## src/hw/rtl/lru_handle_pool_macros.svh

```systemverilog
// ----------------------------------------------------------------------------
// lru handle pool assertion macros
// concurrent assertion wrappers, empty when SYNTHESIS is defined
// ----------------------------------------------------------------------------
`ifndef LRU_HANDLE_POOL_MACROS_SVH
`define LRU_HANDLE_POOL_MACROS_SVH

`ifndef SYNTHESIS
// checked only outside reset
`define LHP_ASSERT(lbl, clk, rst_n, prop, msg) \
    lbl: assert property (@(posedge clk) disable iff (!rst_n) prop) \
        else $error(msg);
// checked at every edge, reset included
`define LHP_ASSERT_ALWAYS(lbl, clk, prop, msg) \
    lbl: assert property (@(posedge clk) prop) \
        else $error(msg);
`else
`define LHP_ASSERT(lbl, clk, rst_n, prop, msg)
`define LHP_ASSERT_ALWAYS(lbl, clk, prop, msg)
`endif

`endif

```

## src/hw/rtl/lhp_pkg.sv

```systemverilog
// ----------------------------------------------------------------------------
// lhp_pkg
// shared constants, request codes and controller/datapath interface types
// ----------------------------------------------------------------------------
`default_nettype none

package lhp_pkg;

    localparam int SLOT_W     = 8;
    localparam int OP_W       = 3;
    localparam int OWNER_W    = 16;
    localparam int USABLE_W   = 7;
    localparam int CFG_IDX_W  = 1;
    localparam int CFG_DATA_W = 8;

    localparam logic [SLOT_W-1:0] NONE_SLOT = 8'hFF;

    // request codes
    localparam logic [OP_W-1:0] OP_INIT  = 3'd0;
    localparam logic [OP_W-1:0] OP_ALLOC = 3'd1;
    localparam logic [OP_W-1:0] OP_TOUCH = 3'd2;
    localparam logic [OP_W-1:0] OP_CHECK = 3'd3;
    localparam logic [OP_W-1:0] OP_INVAL = 3'd4;

    // register indexes
    localparam logic [CFG_IDX_W-1:0] CFG_USABLE_COUNT = 1'b0;
    localparam logic [CFG_IDX_W-1:0] CFG_SCRATCH_SLOT = 1'b1;

    // register reset values
    localparam logic [USABLE_W-1:0] USABLE_COUNT_RST = 7'd64;
    localparam logic [SLOT_W-1:0]   SCRATCH_SLOT_RST = 8'd15;

    // controller to datapath commands
    typedef struct packed {
        logic load_req;
        logic latch_cfg;
        logic sweep_init;
        logic sweep_clear;
        logic init_fix;
        logic rd_issue;
        logic link1;
        logic link2;
        logic link3;
        logic wr_owner;
        logic set_grant;
        logic set_match;
        logic out_load;
    } t_cmd;

    // datapath to controller status
    typedef struct packed {
        logic slot_ok;
        logic sweep_last;
    } t_stat;

endpackage

`default_nettype wire

```

## src/hw/rtl/lhp_ctrl.sv

```systemverilog
// ----------------------------------------------------------------------------
// lhp_ctrl
// request sequencer: sweeps, list relink steps and result handoff
// ----------------------------------------------------------------------------
`default_nettype none
`include "lru_handle_pool_macros.svh"

module lhp_ctrl (
    input  wire logic                     i_clk,
    input  wire logic                     i_rst_n,
    input  wire logic                     i_in_valid,
    input  wire logic [lhp_pkg::OP_W-1:0] i_operation,
    output logic                          o_in_stall,
    input  wire logic                     i_out_stall,
    output logic                          o_out_valid,
    output lhp_pkg::t_cmd                 o_cmd,
    input  wire lhp_pkg::t_stat           i_stat
);

    typedef enum logic [3:0] {
        S_IDLE,
        S_INIT,
        S_FIX,
        S_CLEAR,
        S_ADDR,
        S_EVAL,
        S_LINK2,
        S_LINK3,
        S_DONE
    } t_state;

    t_state                   r_state, n_state;
    logic [lhp_pkg::OP_W-1:0] r_op, n_op;
    logic                     r_req, n_req;
    logic                     r_out_valid, n_out_valid;
    lhp_pkg::t_cmd            cmd;

    always_comb begin
        n_state = r_state;
        n_op    = r_op;
        n_req   = r_req;
        cmd     = '0;
        unique case (r_state)
            S_IDLE: begin
                if (i_in_valid) begin
                    cmd.load_req = 1'b1;
                    n_op         = i_operation;
                    n_req        = 1'b1;
                    unique case (i_operation)
                        lhp_pkg::OP_INIT: begin
                            cmd.latch_cfg = 1'b1;
                            n_state       = S_INIT;
                        end
                        lhp_pkg::OP_ALLOC, lhp_pkg::OP_TOUCH, lhp_pkg::OP_CHECK: begin
                            n_state = S_ADDR;
                        end
                        lhp_pkg::OP_INVAL: begin
                            n_state = S_CLEAR;
                        end
                        default: begin
                            n_state = S_DONE;
                        end
                    endcase
                end
            end
            S_INIT: begin
                cmd.sweep_init = 1'b1;
                if (i_stat.sweep_last) begin
                    n_state = S_FIX;
                end
            end
            S_FIX: begin
                cmd.init_fix = 1'b1;
                n_state      = r_req ? S_DONE : S_IDLE;
            end
            S_CLEAR: begin
                cmd.sweep_clear = 1'b1;
                if (i_stat.sweep_last) begin
                    n_state = S_DONE;
                end
            end
            S_ADDR: begin
                cmd.rd_issue = 1'b1;
                n_state      = S_EVAL;
            end
            S_EVAL: begin
                if (r_op == lhp_pkg::OP_CHECK) begin
                    cmd.set_match = 1'b1;
                    n_state       = S_DONE;
                end else if (i_stat.slot_ok) begin
                    cmd.link1 = 1'b1;
                    if (r_op == lhp_pkg::OP_ALLOC) begin
                        cmd.wr_owner  = 1'b1;
                        cmd.set_grant = 1'b1;
                    end
                    n_state = S_LINK2;
                end else begin
                    n_state = S_DONE;
                end
            end
            S_LINK2: begin
                cmd.link2 = 1'b1;
                n_state   = S_LINK3;
            end
            S_LINK3: begin
                cmd.link3 = 1'b1;
                n_state   = S_DONE;
            end
            S_DONE: begin
                if (!r_out_valid || !i_out_stall) begin
                    cmd.out_load = 1'b1;
                    n_req        = 1'b0;
                    n_state      = S_IDLE;
                end
            end
            default: begin
                n_state = S_IDLE;
            end
        endcase
        n_out_valid = cmd.out_load | (r_out_valid & i_out_stall);
    end

    // reset starts with the init sweep, with no result owed
    always_ff @(posedge i_clk) begin
        if (!i_rst_n) begin
            r_state     <= S_INIT;
            r_op        <= lhp_pkg::OP_INIT;
            r_req       <= 1'b0;
            r_out_valid <= 1'b0;
        end else begin
            r_state     <= n_state;
            r_op        <= n_op;
            r_req       <= n_req;
            r_out_valid <= n_out_valid;
        end
    end

    assign o_in_stall  = (r_state != S_IDLE);
    assign o_out_valid = r_out_valid;
    assign o_cmd       = cmd;

    `LHP_ASSERT(a_accept_leaves_idle, i_clk, i_rst_n,
        (i_in_valid && !o_in_stall) |=> (r_state != S_IDLE),
        "accepted request did not start work")
    `LHP_ASSERT_ALWAYS(a_one_mem_step, i_clk,
        $onehot0({cmd.sweep_init, cmd.sweep_clear, cmd.init_fix, cmd.rd_issue,
                  cmd.link1, cmd.link2, cmd.link3}),
        "more than one memory step commanded")

endmodule

`default_nettype wire

```

## src/hw/rtl/lhp_dp.sv

```systemverilog
// ----------------------------------------------------------------------------
// lhp_dp
// slot memories, list head and tail, sweep counter and result registers
// ----------------------------------------------------------------------------
`default_nettype none
`include "lru_handle_pool_macros.svh"

module lhp_dp #(
    parameter int SLOT_COUNT = 64,
    parameter int OWNER_BITS = 16
) (
    input  wire logic                           i_clk,
    input  wire logic                           i_rst_n,
    input  wire logic                           i_cfg_we,
    input  wire logic [lhp_pkg::CFG_IDX_W-1:0]  i_cfg_index,
    input  wire logic [lhp_pkg::CFG_DATA_W-1:0] i_cfg_data,
    input  wire logic [lhp_pkg::OP_W-1:0]       i_operation,
    input  wire logic [lhp_pkg::SLOT_W-1:0]     i_slot_index,
    input  wire logic [lhp_pkg::OWNER_W-1:0]    i_owner_id,
    input  wire lhp_pkg::t_cmd                  i_cmd,
    output lhp_pkg::t_stat                      o_stat,
    output logic [lhp_pkg::SLOT_W-1:0]          o_granted_slot,
    output logic                                o_owner_match
);

    localparam int IDX_W = $clog2(SLOT_COUNT);
    localparam int SW    = lhp_pkg::SLOT_W;

    // memories
    logic [OWNER_BITS-1:0] m_owner [SLOT_COUNT];
    logic [SW-1:0]         m_newer [SLOT_COUNT];
    logic [SW-1:0]         m_older [SLOT_COUNT];
    logic [OWNER_BITS-1:0] r_rd_owner;
    logic [SW-1:0]         r_rd_newer;
    logic [SW-1:0]         r_rd_older;

    // control state
    logic [lhp_pkg::USABLE_W-1:0] r_usable_count;
    logic [SW-1:0]                r_scratch_slot;
    logic [lhp_pkg::USABLE_W-1:0] r_bound;
    logic [SW-1:0]                r_excl;
    logic [SW-1:0]                r_head;
    logic [SW-1:0]                r_tail;
    logic [IDX_W-1:0]             r_cnt;

    // request and result payload
    logic [lhp_pkg::OP_W-1:0]    r_op;
    logic [SW-1:0]               r_idx;
    logic [lhp_pkg::OWNER_W-1:0] r_owner;
    logic [SW-1:0]               r_slot;
    logic [SW-1:0]               r_res_granted;
    logic                        r_res_match;
    logic [SW-1:0]               r_granted_slot;
    logic                        r_owner_match;

    logic                  usable;
    logic [SW-1:0]         sel_slot;
    logic [SW-1:0]         cnt_slot;
    logic                  cnt_free;
    logic [OWNER_BITS-1:0] own_fit;

    logic                  n_we, o_we, w_we;
    logic [IDX_W-1:0]      n_wa, o_wa, w_wa;
    logic [SW-1:0]         n_wd, o_wd;
    logic [OWNER_BITS-1:0] w_wd;

    function automatic logic in_pool(input logic [SW-1:0] s);
        return s < SW'(SLOT_COUNT);
    endfunction

    assign usable   = in_pool(r_idx) && (r_idx < SW'(r_bound)) && (r_idx != r_excl);
    assign sel_slot = usable ? r_idx
                    : ((r_op == lhp_pkg::OP_ALLOC) ? r_tail : lhp_pkg::NONE_SLOT);
    assign cnt_slot = SW'(r_cnt);
    assign cnt_free = (cnt_slot < SW'(r_bound)) && (cnt_slot != r_excl);
    assign own_fit  = OWNER_BITS'(r_owner);

    assign o_stat.slot_ok    = in_pool(r_slot);
    assign o_stat.sweep_last = (r_cnt == IDX_W'(SLOT_COUNT - 1));

    // write port selection, one step at a time
    always_comb begin
        n_we = 1'b0;
        n_wa = '0;
        n_wd = lhp_pkg::NONE_SLOT;
        o_we = 1'b0;
        o_wa = '0;
        o_wd = lhp_pkg::NONE_SLOT;
        w_we = 1'b0;
        w_wa = '0;
        w_wd = '0;
        if (i_cmd.sweep_init) begin
            n_we = 1'b1;
            n_wa = r_cnt;
            n_wd = cnt_free ? r_tail : lhp_pkg::NONE_SLOT;
            if (!cnt_free) begin
                o_we = 1'b1;
                o_wa = r_cnt;
            end else if (in_pool(r_tail)) begin
                o_we = 1'b1;
                o_wa = r_tail[IDX_W-1:0];
                o_wd = cnt_slot;
            end
            w_we = 1'b1;
            w_wa = r_cnt;
        end else if (i_cmd.sweep_clear) begin
            w_we = 1'b1;
            w_wa = r_cnt;
        end else if (i_cmd.init_fix) begin
            // last free slot gets no older neighbor
            o_we = in_pool(r_tail);
            o_wa = r_tail[IDX_W-1:0];
        end else if (i_cmd.link1) begin
            // unlink the slot from its neighbors
            o_we = in_pool(r_rd_newer);
            o_wa = r_rd_newer[IDX_W-1:0];
            o_wd = r_rd_older;
            n_we = in_pool(r_rd_older);
            n_wa = r_rd_older[IDX_W-1:0];
            n_wd = r_rd_newer;
            w_we = i_cmd.wr_owner;
            w_wa = r_slot[IDX_W-1:0];
            w_wd = own_fit;
        end else if (i_cmd.link2) begin
            n_we = 1'b1;
            n_wa = r_slot[IDX_W-1:0];
            o_we = 1'b1;
            o_wa = r_slot[IDX_W-1:0];
            o_wd = r_head;
        end else if (i_cmd.link3) begin
            n_we = in_pool(r_head);
            n_wa = r_head[IDX_W-1:0];
            n_wd = r_slot;
        end
    end

    always_ff @(posedge i_clk) begin
        if (n_we) begin
            m_newer[n_wa] <= n_wd;
        end
        if (o_we) begin
            m_older[o_wa] <= o_wd;
        end
        if (w_we) begin
            m_owner[w_wa] <= w_wd;
        end
        if (i_cmd.rd_issue) begin
            r_rd_newer <= m_newer[sel_slot[IDX_W-1:0]];
            r_rd_older <= m_older[sel_slot[IDX_W-1:0]];
            r_rd_owner <= m_owner[sel_slot[IDX_W-1:0]];
        end
    end

    always_ff @(posedge i_clk) begin
        if (!i_rst_n) begin
            r_usable_count <= lhp_pkg::USABLE_COUNT_RST;
            r_scratch_slot <= lhp_pkg::SCRATCH_SLOT_RST;
            r_bound        <= lhp_pkg::USABLE_COUNT_RST;
            r_excl         <= lhp_pkg::SCRATCH_SLOT_RST;
            r_head         <= lhp_pkg::NONE_SLOT;
            r_tail         <= lhp_pkg::NONE_SLOT;
            r_cnt          <= '0;
        end else begin
            if (i_cfg_we) begin
                unique case (i_cfg_index)
                    lhp_pkg::CFG_USABLE_COUNT: begin
                        r_usable_count <= i_cfg_data[lhp_pkg::USABLE_W-1:0];
                    end
                    lhp_pkg::CFG_SCRATCH_SLOT: begin
                        r_scratch_slot <= i_cfg_data;
                    end
                    default: begin
                    end
                endcase
            end
            if (i_cmd.latch_cfg) begin
                r_bound <= r_usable_count;
                r_excl  <= r_scratch_slot;
                r_head  <= lhp_pkg::NONE_SLOT;
                r_tail  <= lhp_pkg::NONE_SLOT;
            end
            if (i_cmd.sweep_init || i_cmd.sweep_clear) begin
                r_cnt <= o_stat.sweep_last ? '0 : r_cnt + 1'b1;
            end
            if (i_cmd.sweep_init && cnt_free) begin
                if (!in_pool(r_head)) begin
                    r_head <= cnt_slot;
                end
                r_tail <= cnt_slot;
            end
            if (i_cmd.link1) begin
                if (!in_pool(r_rd_newer)) begin
                    r_head <= r_rd_older;
                end
                if (!in_pool(r_rd_older)) begin
                    r_tail <= r_rd_newer;
                end
            end
            if (i_cmd.link3) begin
                if (!in_pool(r_head)) begin
                    r_tail <= r_slot;
                end
                r_head <= r_slot;
            end
        end
    end

    always_ff @(posedge i_clk) begin
        if (i_cmd.load_req) begin
            r_op          <= i_operation;
            r_idx         <= i_slot_index;
            r_owner       <= i_owner_id;
            r_res_granted <= lhp_pkg::NONE_SLOT;
            r_res_match   <= 1'b0;
        end
        if (i_cmd.rd_issue) begin
            r_slot <= sel_slot;
        end
        if (i_cmd.set_grant) begin
            r_res_granted <= r_slot;
        end
        if (i_cmd.set_match) begin
            r_res_match <= usable && (r_rd_owner == own_fit);
        end
        if (i_cmd.out_load) begin
            r_granted_slot <= r_res_granted;
            r_owner_match  <= r_res_match;
        end
    end

    assign o_granted_slot = r_granted_slot;
    assign o_owner_match  = r_owner_match;

    `LHP_ASSERT(a_relink_in_pool, i_clk, i_rst_n,
        (i_cmd.link2 || i_cmd.link3) |-> in_pool(r_slot),
        "relink of a slot outside the pool")
    `LHP_ASSERT(a_slot_at_head, i_clk, i_rst_n,
        i_cmd.link3 |=> (r_head == $past(r_slot)),
        "moved slot is not at the list head")
    `LHP_ASSERT(a_ends_agree, i_clk, i_rst_n,
        i_cmd.out_load |-> (in_pool(r_head) == in_pool(r_tail)),
        "list head and tail disagree on emptiness")

endmodule

`default_nettype wire

```

## src/hw/rtl/lru_handle_pool.sv

```systemverilog
// a request is taken only in idle; o_in_stall stays high until the previous request
// has handed off its result, so the pool holds one request at a time
// the single-ported link and owner memories allow one list update per cycle
// (no stall can come between the relink steps link1, link2 and link3)
// reset runs an init sweep; o_in_stall stays high after release until the sweep and its fix step are done
// config writes land at once but take effect at the next init
// ----------------------------------------------------------------------------
// lru_handle_pool
// handle slot pool with owner tags, kept in least-recently-used list order
// ----------------------------------------------------------------------------
`default_nettype none

module lru_handle_pool #(
    parameter int SLOT_COUNT = 64,
    parameter int OWNER_BITS = 16
) (
    input  wire logic                           i_clk,
    input  wire logic                           i_rst_n,
    // configuration writes
    input  wire logic                           i_cfg_we,
    input  wire logic [lhp_pkg::CFG_IDX_W-1:0]  i_cfg_index,
    input  wire logic [lhp_pkg::CFG_DATA_W-1:0] i_cfg_data,
    // request channel
    input  wire logic                           i_in_valid,
    output logic                                o_in_stall,
    input  wire logic [lhp_pkg::OP_W-1:0]       i_operation,
    input  wire logic [lhp_pkg::SLOT_W-1:0]     i_slot_index,
    input  wire logic [lhp_pkg::OWNER_W-1:0]    i_owner_id,
    // result channel
    output logic                                o_out_valid,
    input  wire logic                           i_out_stall,
    output logic [lhp_pkg::SLOT_W-1:0]          o_granted_slot,
    output logic                                o_owner_match
);

    // command and status between sequencer and datapath
    lhp_pkg::t_cmd  cmd;
    lhp_pkg::t_stat stat;

    // sequencer: idle accept, sweeps, relink steps, result handoff
    lhp_ctrl u_ctrl (
        .i_clk       (i_clk),
        .i_rst_n     (i_rst_n),
        .i_in_valid  (i_in_valid),
        .i_operation (i_operation),
        .o_in_stall  (o_in_stall),
        .i_out_stall (i_out_stall),
        .o_out_valid (o_out_valid),
        .o_cmd       (cmd),
        .i_stat      (stat)
    );

    // datapath: owner and link memories, head and tail, result registers;
    // reserved marks follow from the bound and scratch slot latched at init
    lhp_dp #(
        .SLOT_COUNT (SLOT_COUNT),
        .OWNER_BITS (OWNER_BITS)
    ) u_dp (
        .i_clk          (i_clk),
        .i_rst_n        (i_rst_n),
        .i_cfg_we       (i_cfg_we),
        .i_cfg_index    (i_cfg_index),
        .i_cfg_data     (i_cfg_data),
        .i_operation    (i_operation),
        .i_slot_index   (i_slot_index),
        .i_owner_id     (i_owner_id),
        .i_cmd          (cmd),
        .o_stat         (stat),
        .o_granted_slot (o_granted_slot),
        .o_owner_match  (o_owner_match)
    );

endmodule

`default_nettype wire
```

## config.mk

```make
export PLATFORM = sky130hd
export DESIGN_NAME = lru_handle_pool
export DESIGN_NICKNAME = d
export VERILOG_FILES = /design/src/hw/rtl/lhp_pkg.sv /design/src/hw/rtl/lhp_ctrl.sv /design/src/hw/rtl/lhp_dp.sv /design/src/hw/rtl/lru_handle_pool.sv
export VERILOG_INCLUDE_DIRS = /design/src /design/src/hw/rtl
export SDC_FILE = /design/constraint.sdc
export NUM_CORES = 2
export LEC_CHECK = 0
export ABC_AREA = 0
export BUFFER_PORTS_ARGS = -buffer_cell sky130_fd_sc_hd__buf_2
export CORE_MARGIN = 2
export CORE_UTILIZATION = 45
export CTS_CLUSTER_DIAMETER = 50
export DETAILED_ROUTE_END_ITERATION = 7
export PLACE_DENSITY_LB_ADDON = 0.25
export SKIP_LAST_GASP = 1
export SLEW_MARGIN = 15
export SYNTH_ARGS = -nofsm -noshare
export SYNTH_HDL_FRONTEND = slang
export SYNTH_SLANG_ARGS = --single-unit
```

## constraint.sdc

```tcl
create_clock -name i_clk -period 6.9 [get_ports i_clk]
set_input_delay 1.035 -clock i_clk [delete_from_list [all_inputs] [get_ports i_clk]]
set_output_delay 1.035 -clock i_clk [all_outputs]
set_load 0.005 [all_outputs]
```

* Word-level counts from Yosys, hierarchy flattened
Memory sizes are Yosys's and may differ from the RTL's. A register that Yosys moved wholly into a read port is not among the register bits. Index checks and enable logic that the tools add are counted.
Storage, ports and cells: flip-flop bits (word level) 114, RAM bits 2048, input bits 41, memories 3
Cells by class: add/sub/neg operators 1, order comparisons 8, equality and inequality tests 23, multiplexer cells 108, bitwise gates (word level) 3, reductions and logical operators 21
Memory list:
- u_dp.m_owner | depth 64, width 16, rd ports 1, clocked after Yosys merged registers in 1, wr ports 1, RTL line lhp_dp.sv:30 | logic [OWNER_BITS-1:0] m_owner [SLOT_COUNT];
- u_dp.m_newer | depth 64, width 8, rd ports 1, clocked after Yosys merged registers in 1, wr ports 1, RTL line lhp_dp.sv:31 | logic [SW-1:0] m_newer [SLOT_COUNT];
- u_dp.m_older | depth 64, width 8, rd ports 1, clocked after Yosys merged registers in 1, wr ports 1, RTL line lhp_dp.sv:32 | logic [SW-1:0] m_older [SLOT_COUNT];
Operator list (number):
- 2-to-1 mux 8 bit | 30
- 2-to-1 mux 6 bit | 18
- 2-to-1 mux 16 bit | 4
- < comparator 8 x 7 -> 1 bit (second input constant) | 6
- 2-to-1 mux 1 bit | 40
- one-hot mux 4 bit (9 select lines) | 1
- 2-to-1 mux 4 bit | 7
- == test 16 bit | 1
- == test 4 x 3 -> 1 bit (second input constant) | 4
- one-hot mux 4 bit (3 select lines) | 1
- 2-to-1 mux 2 bit | 5
- == test 3 x 1 -> 1 bit (second input constant) | 3
- == test 3 x 2 -> 1 bit (second input constant) | 3
- == test 4 x 2 -> 1 bit (second input constant) | 2
- < comparator 8 x 7 -> 1 bit | 1
- inequality test 6 x 8 -> 1 bit | 1
- inequality test 8 bit | 1
- < comparator 6 x 7 -> 1 bit | 1
- adder 6 x 1 -> 6 bit (second input constant) | 1
- == test 6 bit (second input constant) | 1
- inequality test 2 x 1 -> 1 bit (second input constant) | 3
- AND reduction 2 bit | 3
- nonzero test 2 bit | 3
- logical AND 1 bit | 5
- 17 further kinds | 19

* Logic depth before layout (Yosys ltp)
word-level depth 11, gate-level depth with buffers 17, depth with buffers taken out 12

* Cells and area by module
Synthesis repeated with hierarchy kept, for this count alone.
Second synthesis, totals: cells, all modules 6169, area, all modules 88513.6 um^2
Modules (own cells, without submodules):
- lhp_dp | instances 1, cells each 6096, area an instance 87904.3 um^2, sequential area each 65092.4 um^2
- lhp_ctrl | instances 1, cells each 73, area an instance 609.3 um^2, sequential area each 180.2 um^2

* Worst setup path after synthesis
Ideal clock, no wire load.
kind register to register, start register u_dp.r_cnt[4], end memory u_dp.m_newer[0][1] in the netlist's numbering (data pin), library setup time 0.681 ns, arrival 4.508 ns, data required time 6.219 ns, slack 1.711 ns, cell stages (with the launch flop) 9, path buffers 2, period minus slack after synthesis 5.189 ns, cells stage by stage dfxtp_1 > clkbuf_1 > xor2_1 > nor4_2 > inv_1 > o211ai_1 > clkbuf_1 > nor2_1 > nor3_1
On the way: cells in the longest elaborated chain, start to end 4, elaborated cells on any way between the ends 5
Ends and longest elaborated chain:
- start, declared | RTL line lhp_dp.sv:44 | logic [IDX_W-1:0] r_cnt;
- start signal, assigned | RTL line lhp_dp.sv:183 | r_cnt <= o_stat.sweep_last ? '0 : r_cnt + 1'b1;
- < comparator 6 x 7 -> 1 bit / inequality test 6 x 8 -> 1 bit (equally long branches) | RTL line lhp_dp.sv:75 | assign cnt_free = (cnt_slot < SW'(r_bound)) && (cnt_slot != r_excl);
- logical AND 1 bit (*) | RTL line lhp_dp.sv:75
- 2-to-1 mux 8 bit (*) | RTL line lhp_dp.sv:95 | n_wd = cnt_free ? r_tail : lhp_pkg::NONE_SLOT;
- 2-to-1 mux 8 bit (*) | RTL line lhp_dp.sv:92 | if (i_cmd.sweep_init) begin
- net u_dp.n_wd[1] | RTL line lhp_dp.sv:64 | logic [SW-1:0] n_wd, o_wd;
- end, declared | RTL line lhp_dp.sv:31
The timed path passes the listed nets; every way through them passes the cells marked *.

* Worst setup path in the final report
start register u_dp.r_idx[2], end register u_dp.r_rd_owner[8], read port of u_dp.m_owner (data pin)
On the way: cells in the longest elaborated chain, start to end 4, elaborated cells on any way between the ends 6
Ends and longest elaborated chain:
- start, declared | RTL line lhp_dp.sv:48 | logic [SW-1:0] r_idx;
- start signal, assigned | RTL line lhp_dp.sv:211 | r_idx <= i_slot_index;
- < comparator 8 x 7 -> 1 bit (on tied branches) | RTL line lhp_dp.sv:68, lhp_dp.sv:71
- logical AND 1 bit (2 in a row) | RTL line lhp_dp.sv:71 | assign usable = in_pool(r_idx) && (r_idx < SW'(r_bound)) && (r_idx != r_excl);
- 2-to-1 mux 8 bit (*) | RTL line lhp_dp.sv:72 | assign sel_slot = usable ? r_idx
- end, declared | RTL line lhp_dp.sv:33 | logic [OWNER_BITS-1:0] r_rd_owner;
Every way passes the cells marked *; elsewhere a longest branch is shown, timed or not. A chain may end at the register's enable or synchronous reset.

==> impl_metrics.toml <==
[floorplanning]
core_mm2 = 0.197
rows = 163
initial_utilization = 0.452
dieArea_mm2 = 0.202
fp.dieW_um = 449
io_pins = 52
die_y_um = 449

[clocking]
cts_tree = "done"
cts_made_buffers = 232
post_cts_buffers = 0
cts_sinks = 2194
clk_path_buf_depth = 3
cts_resized = 0
clk_pin_slew_ns = 0.07
insertion_delay_ns = 0.91
root_buffer = "clkbuf_16"
htreeDepth = 4
postCtsHoldBufs = 0

[logic_synthesis]
ys_ff_latch = 2194
synth_edf_count = 2133
synth.avg_cell_area_um2 = 13.8
synth_top_area_share = 0.719
yosysWarnings = 0
syn_inst = 6466
synthFlopType = "edfxtp_1"
ys_async_sr_fraction = 0
ys_seq_area_frac = 0.732
netlist_area_mm2 = 0.0891
synth_largest_area_cell = "edfxtp_1"
ys_top_cells_by_area = "edfxtp_1 72%, nand2_1 4.9%, a211oi_1 3.4%, a221oi_1 3.0%, a21oi_1 2.4%"
syn-num-nets = 6519
synth.distinct_cells = 64

[detailed_routing]
dr.pass1.iters = 8
wl_per_cell_um = 29.7
drtIter0Drc = 9012
via_count = 59200
wl_met1_um = 113000
drc = 0
dr_wl_met2_um = 126000
wl_met3_um = 31300
via_per_inst = 6.29
wl_um = 280000
antenna_left = 0
top_layer_used = "met5"

[pwr]
power_switching_mw = 5.91
p_per_area_mw_per_mm2 = 276
p_int_mw = 22.1
peakVddDrop_uv = 309
seqPwrFrac = 0.523
swShare = 0.211
p_clk_frac = 0.456
leakagePower_nw = 30.9
total_power_mw = 28.0
pwr-share-comb = 0.021

[flow_run]
cap_violations = 0

[layout]
design_area_mm2 = 0.102
final_util = 0.515
drive_gt1_frac = 0.123
nFillCells = 16400
stdcell_count = 9408
layout.nets = 6617
area_growth_pct = 13.9

[placed_design]
place_congestion = 0.915
place_inst = 8970
dp_slack_ns = 1.40
io_buffers = 51
place_hpwl_um = 166000
dpl-instance-area_mm2 = 0.0937

[sta]
hold_ws_ns = 0.304
slew_headroom = 0.155
fin_crit_sh = 0.820
fin_skew_ns = 0.0704
worstMarginPinSlew_ns = 1.26
rsz0062_at_grt = "false"
min_period_ns = 5.66
slew_violations = 0
hold_viol = 0
timing.fmax_mhz = 177
setup_tns_ns = 0
setup_ws_ns = 1.24
timing.final.setup_violations = 0

[critical_path]
critPathLaunchType = "flop"
cpMaxStageDelayCell = "a211oi_1"
max_stage_delay_ns = 1.10
cp_max_fo = 91
r2r_cells = 12
required_ns = 7.48
cp.arrival_ns = 6.24
cp_common_cell = "a21o_4"
crit_type = "flop to flop"
cp-end-kind = "flop"
path_cells = "ha_1 > a21o_1 > a31oi_1 > o21ai_2 > a21o_4 > a21o_4 > inv_8 > buf_12 > nand2_1 > a311oi_1 > a211oi_1 > a2111oi_2"

[global_routing]
track_usage = 0.270
grt_pass1_wl_um = 400000
gr-total-overflow = 0
grt_max_degree = 145
antenna_found_initial = 7
grt_pass1_vias = 55200

[worst_hold_path]
whs_path_depth = 1
min_path_type = "input pin to flop"

[outcome]
outcome = "complete, no violations"
## power groups by stage
stage	registers, mW	logic [mW]	clock network, mW
3_3_place_gp	14.9	0.557	0
6_report	14.6	0.581	12.8
4_1_cts	14.6	0.569	12.8
2_1_floorplan	14.9	0.287	0
5_1_grt	14.6	0.610	13.4
3_5_place_dp	14.9	0.567	0
## cell type report
class                      count  area, um^2  area share
multi-input combinational   3644       21800       0.215
clock buffer                 295        6120      0.0603
sequential                  2194       65300       0.643
antenna                        4        10.0   0.0000986
inverter                     144         556     0.00547
tap                         2640        3300      0.0325
clock inverter               139        1660      0.0164
timing repair buffer         348        2800      0.0276
## final timing paths
| check | startpoint | end | slack (ns) |
|---|---|---|---|
| worst min register to register | u_dp.r_res_granted[3]$_SDFFCE_PN1P_ | u_dp.o_granted_slot[3]$_DFFE_PP_ | 0.42 |
| worst max-delay path | u_dp.r_idx[2]$_DFFE_PP_ | u_dp.r_rd_owner[8]$_DFFE_PP_ | 1.24 |
| worst max register to register | u_dp.r_idx[2]$_DFFE_PP_ | u_dp.r_rd_owner[8]$_DFFE_PP_ | 1.24 |
| worst min-delay path | i_owner_id[7] | u_dp.own_fit[7]$_DFFE_PP_ | 0.30 |
## cell families (layout without fill, tap and decap cells)
family,Yosys count,after routing,synth area share
AOI/OAI and AO/OA,1635,1635,0.132
adders and majority gates,12,12,0.00168
and+or+nand+nor,1884,1884,0.0915
other,0,4,0
xor gates and xnor gates,31,31,0.00305
DFF,2194,2194,0.732
muxes,82,82,0.00925
buffers and inverters,628,926,0.0307
## critical path, delay by kind of cell (launching register included)
family / cells / cell delay [ns]
AOI/OAI and AO/OA: 8 / 3.42
adders and majority gates: 1 / 0.38
buffers and inverters: 2 / 0.76
DFF: 1 / 0.55
and+or+nand+nor: 1 / 0.10
## synthesized netlist by cell type, drive strengths merged, types with 38 or more instances
cell type     n
a211oi      403
a21oi       433
a221oi      305
a311oi      120
a31oi       143
buf         218
clkbuf      266
dfxtp        61
edfxtp     2133
inv         144
mux2i        79
nand2      1166
nand3        91
nor2        244
nor2b       172
nor3         38
nor4         64
o21ai        62
## state kept, by name (all words and copies together), names as in the netlist, 3 cells and up
signal / cells
u_dp.r_cnt: 6
u_dp.r_scratch_slot: 8
u_dp.r_tail: 8
u_dp.m_owner: 1024
u_dp.r_head: 8
u_dp.r_excl: 8
u_dp.r_bound: 7
u_dp.r_usable_count: 7
u_dp.r_op: 3
u_dp.m_older: 512
u_dp.r_rd_older: 8
u_dp.o_granted_slot: 8
u_dp.r_slot: 8
u_dp.r_idx: 8
u_dp.r_res_granted: 8
u_dp.m_newer: 512
u_ctrl.r_state: 4
u_ctrl.r_op: 3
u_dp.r_rd_owner: 16
u_dp.r_rd_newer: 8
u_dp.own_fit: 16
## routing by layer
layer	vias up	global-route usage
met3	497	0.0630
met5	-	0
met4	2	0.0918
met2	3479	0.408
li1	25200	-
met1	30100	0.385
## placed cells by master, fill, tap and decap left out, drive strengths merged, types with 13 or more instances in the layout
master / count
edfxtp: 2133
nand2: 1166
a21oi: 433
a211oi: 403
buf: 348
a221oi: 305
clkbuf: 295
nor2: 244
nor2b: 172
inv: 166
a31oi: 143
a311oi: 120
nand3: 91
clkinv: 81
mux2i: 79
nor4: 64
o21ai: 62
dfxtp: 61
nor3: 38
nand3b: 36
a2111oi: 34
a32oi: 33
a21boi: 27
bufinv: 27
and3: 22
xor2: 20
or3: 14
o22ai: 13
o31ai: 13
Note: power is estimated with default switching activity, not from simulation.
